**src/design/swrmf_pkg.sv**
```systemverilog
// Package for the shallow-water Rusanov mass flux block.
// Holds fixed field widths and the gravity reset value; no dependencies.
package swrmf_pkg;
    localparam int unsigned VEL_W  = 32;
    localparam int unsigned GRAV_W = 24;
    localparam int unsigned FLUX_W = 48;
    localparam logic [GRAV_W-1:0] GRAV_RESET = 24'd642908;
endpackage

```
**src/design/swrmf_isqrt.sv**
```systemverilog
// Pipelined integer square root, one result bit per stage.
// Uses swrmf_pkg; instantiated by shallow_water_rusanov_mass_flux.
module swrmf_isqrt
    import swrmf_pkg::*;
#(
    parameter int unsigned IN_W = 56
) (
    input  logic                  i_clk,
    input  logic [IN_W-1:0]       i_rad,
    output logic [(IN_W/2)-1:0]   o_root
);
    localparam int unsigned N = IN_W / 2;

    logic [IN_W-1:0] r_rem  [N+1];
    logic [IN_W-1:0] r_rad  [N+1];
    logic [N-1:0]    r_root [N+1];

    always_comb begin
        r_rem[0]  = '0;
        r_rad[0]  = i_rad;
        r_root[0] = '0;
    end

    for (genvar k = 0; k < N; k++) begin : g_st
        logic [IN_W+1:0] n_trial;
        logic [IN_W+1:0] n_cur;
        logic [IN_W-1:0] q_rem;
        logic [IN_W-1:0] q_rad;
        logic [N-1:0]    q_root;
        always_comb begin
            n_cur   = {r_rem[k], r_rad[k][IN_W-1 -: 2]};
            n_trial = n_cur - {{(IN_W-N){1'b0}}, r_root[k], 2'b01};
        end
        always_ff @(posedge i_clk) begin
            q_rad  <= r_rad[k] << 2;
            if (!n_trial[IN_W+1]) begin
                q_rem  <= n_trial[IN_W-1:0];
                q_root <= {r_root[k][N-2:0], 1'b1};
            end else begin
                q_rem  <= n_cur[IN_W-1:0];
                q_root <= {r_root[k][N-2:0], 1'b0};
            end
        end
        always_comb begin
            r_rem[k+1]  = q_rem;
            r_rad[k+1]  = q_rad;
            r_root[k+1] = q_root;
        end
    end

    assign o_root = r_root[N];
endmodule

```
**config.mk**
```make
export PLATFORM = sky130hd
export DESIGN_NAME = swrmf_isqrt
export DESIGN_NICKNAME = d
export VERILOG_FILES = /design/src/design/swrmf_pkg.sv /design/src/design/swrmf_isqrt.sv
export SDC_FILE = /design/constraint.sdc
export NUM_CORES = 2
export LEC_CHECK = 0
export BUFFER_PORTS_ARGS = -buffer_cell sky130_fd_sc_hd__buf_2
export CAP_MARGIN = 10
export CORE_MARGIN = 3
export CORE_UTILIZATION = 40
export CTS_BUF_LIST = sky130_fd_sc_hd__clkbuf_16
export DETAILED_ROUTE_END_ITERATION = 6
export GPL_TIMING_DRIVEN = 0
export PLACE_DENSITY = 0.64
export SYNTH_ARGS = -nofsm -noshare
export SYNTH_HDL_FRONTEND = slang
export SYNTH_SLANG_ARGS = --single-unit
export TNS_END_PERCENT = 10
```
**constraint.sdc**
```tcl
create_clock -name i_clk -period 4.3 [get_ports i_clk]
set_input_delay 0.645 -clock i_clk [delete_from_list [all_inputs] [get_ports i_clk]]
set_output_delay 0.645 -clock i_clk [all_outputs]
set_load 0.01 [all_outputs]
```
==> run_results.csv <==
group,metric,value,unit
yosys,syn_area,0.0961,mm2
job,cap_violations,0,
clocking,clock_path_buffers,4,
yosys,ys_top_cells_by_area,"dfxtp_1 (54%), xor2_1 (6.9%), ha_1 (5.3%)",
yosys,syn-mean-instance-area,10.1,um2
yosys,ys_async_sr_fraction,0,%
placement,placed_area,0.101,mm2
worst_setup_path,cp.arrival,5.04,ns
worst_setup_path,startpoint_type,"flop",
die,core_area,0.239,mm2
power,p_per_area,700,mW/mm2
placement,portBuffers,84,
placement,gp_congestion,0.917,
worst_setup_path,critPathRequiredTime,5.07,ns
grt,grt_pass1_wl,347000,um
yosys,synthCells,9526,
clocking,cts-buffers-inserted,287,
grt,antenna_found_initial,2,
cells_and_area,syn2layout_area_growth,15.2,%
drt,viasPerCell,5.06,
grt,grt_use_total,17.2,%
yosys,synth_top_cell_area_share,53.8,%
power,vdd_drop_max,0.000465,V
worst_setup_path,crit_chain,"or4_1 > or4_4 > nor4b_4 > nand3_1 > xor2_1 > nand3_1 > or4_1 > or4_1 > clkbuf_1 > nor3_1 > xor2_1",
worst_setup_path,slowest_delay,0.61,ns
clocking,clk-insertion-delay-late,0.94,ns
die,die_w,496,um
yosys,synthDistinctLibCells,104,
grt,grt_max_degree,17,
worst_setup_path,cp_max_fo,6,
drt,ant_nets,0,
die,pin_count,85,
timing,hold_violations,0,
timing,fmax,0.234,GHz
die,rows,179,
timing,maxSlewHeadroom,28.5,%
drt,drc,0,
power,leakagePower,45.0,nW
yosys,synth_seq_area_share,53.8,%
grt,met1_usage,20.8,%
worst_setup_path,crit_top_cell,"or4_1",
grt,globalRoute.totalOverflow,0,
cells_and_area,nets,10400,
placement,dp_slack,-0.853,ns
status,status,"finished clean",
clocking,tritoncts,"done",
yosys,ys_ff_latch,2584,
drt,finalWirelength,217000,um
grt,grtUsageMet3,2.72,%
worst_setup_path,slowest_stage,"or4_1",
grt,grt.busiest_layer,"met2",
yosys,synth_top_area_cell,"dfxtp_1",
timing,post-route-period-util,99.3,%
drt,drtIter0Drc,3473,
cells_and_area,final_cell_area,0.111,mm2
die,die_y,496,um
timing,setup_viol,0,
drt,vias,67400,
drt,drtPass1Iterations,6,
timing,slew_viol_final,0,
drt,post_drt_wl_per_cell,16.3,um
cells_and_area,fillers,22000,
die,dieArea,0.246,mm2
cells_and_area,multi_input_area,0.0422,mm2
cells_and_area,final_cell_mix,"dfxtp_1 (2584), nand2_1 (760), xor2_1 (749), nor2_1 (604), inv_1 (593)",
timing,period_needed,4.27,ns
cells_and_area,drive_gt1_share,7.91,%
cells_and_area,final_common_cell,"dfxtp_1",
placement,hpwl,167000,um
yosys,yosys_warnings,0,
yosys,synth-edff-count,0,
grt,met2_usage,30.6,%
worst_setup_path,critPathKind,"reg -> reg",
min_path,hp-class,"reg -> reg",
timing,worst_slew_pin_slew,1.06,ns
clocking,cts_root_buffer,"clkbuf_16",
grt,grt_pass1_vias,67300,
timing,fin_ws,0.0304,ns
yosys,syn_nets,9990,
worst_setup_path,endpoint_kind,"flop",
timing,rsz0062_at_grt,"true",
clocking,clock-sinks,2584,
clocking,clk_pin_slew,0.06,ns
clocking,htree_num_levels,5,
cells_and_area,register_area,0.0517,mm2
timing,finalClockSkew,0.0860,ns
die,initial_core_util,40.3,%
yosys,synth_ff_type,"dfxtp_1",
==> logic make-up (layout without fill, tap and decap cells) <==
| kind of cell | after synthesis | after routing | share of synthesized area, % |
|---|---|---|---|
| flops | 2584 | 2584 | 53.8 |
| xor+xnor | 1256 | 1256 | 11.5 |
| mux | 80 | 80 | 0.929 |
| fa+ha+maj | 407 | 407 | 5.30 |
| compound gates | 1407 | 1407 | 9.20 |
| other cells | 1 | 5 | 0.00390 |
| simple gates | 3048 | 3048 | 16.3 |
| buf+inv | 743 | 1380 | 2.95 |
==> flip-flops by register name, indices dropped and copies added (netlist names) <==
signal       cells
g_st.q_rad     756
g_st.q_rem    1422
o_root          28
g_st.q_root    378
==> timing repair <==
| action | CTS | global route |
|---|---|---|
| pin swaps | 3 | 9 |
| endpoints found under the hold margin | 57 | 0 |
| hold buffers | 57 | 0 |
| setup endpoints to repair | 275 | 291 |
| setup buffers | 1 | 5 |
| gates resized for setup | 43 | 69 |
==> final timing paths <==
check | depth (start not counted) | endpoint | slack, ns | from
min reg2reg | 0 | g_st[3].q_rad[20] | 0.25 | g_st[2].q_rad[18]
max | 11 | g_st[14].q_rem[55] | 0.03 | g_st[13].q_rem[42]
min | 0 | g_st[3].q_rad[20] | 0.25 | g_st[2].q_rad[18]
max reg2reg | 11 | g_st[14].q_rem[55] | 0.03 | g_st[13].q_rem[42]
==> Yosys cell counts, drive strengths merged (39+ instances only) <==
| master | instances |
|---|---|
| ha | 407 |
| a21oi | 317 |
| a21o | 153 |
| and2 | 39 |
| and3 | 43 |
| or3 | 179 |
| nor3 | 396 |
| clkbuf | 138 |
| or4 | 135 |
| or2 | 54 |
| nand4 | 87 |
| nor2 | 605 |
| nand3 | 173 |
| inv | 559 |
| buf | 46 |
| o31ai | 78 |
| nor4 | 253 |
| o21ai | 455 |
| nand2 | 761 |
| o21a | 73 |
| dfxtp | 2584 |
| xor2 | 755 |
| xnor2 | 501 |
| o211ai | 39 |
| nand2b | 126 |
| mux2 | 74 |
| nor2b | 56 |
==> power breakdown <==
part	leakage [nW]	internal (mW)	total [mW]	switching, mW
clock	4.47	13.8	23.1	9.32
combinational	18.8	9.18	21.3	12.1
sequential	21.7	28.9	33.1	4.18
total	45.0	51.9	77.5	25.6
==> critical path: cells and delay by family, from the launching register on <==
kind,cells,cell delay [ns]
simple gates,8,2.97
xor+xnor,2,0.60
flops,1,0.32
buf+inv,1,0.21
==> metrics by stage <==
stage          hold WS [ns]  utilization (%)  instances  TNS, ns  power [mW]
3_5_place_dp          0.312             42.1      12800   -56.26        54.4
3_3_place_gp          0.310             42.1      12800   -66.45        53.9
5_1_grt               0.257             46.4      13300   -0.910        82.2
4_1_cts               0.259             46.2      13300   -0.189        78.0
6_report              0.255             46.4      13300        0        77.5
2_1_floorplan         0.310                -       9526        0        48.3
==> per-layer routing <==
| layer | vias to the layer above | wire length (um) |
|---|---|---|
| met4 | 0 | 7270 |
| met3 | 473 | 8940 |
| met1 | 31900 | 94200 |
| li1 | 33600 | - |
| met5 | - | 0 |
| met2 | 1430 | 106000 |
==> layout make-up <==
type	count	share of cell area, %
multi-input combinational	6199	38.1
tap	3167	3.58
sequential	2584	46.7
antenna	4	0.00904
clock buffer	291	6.58
inverter	559	1.91
buffer	181	0.670
clock inverter	198	1.49
timing repair buffer	151	0.958
(Power assumes the default switching activity.)
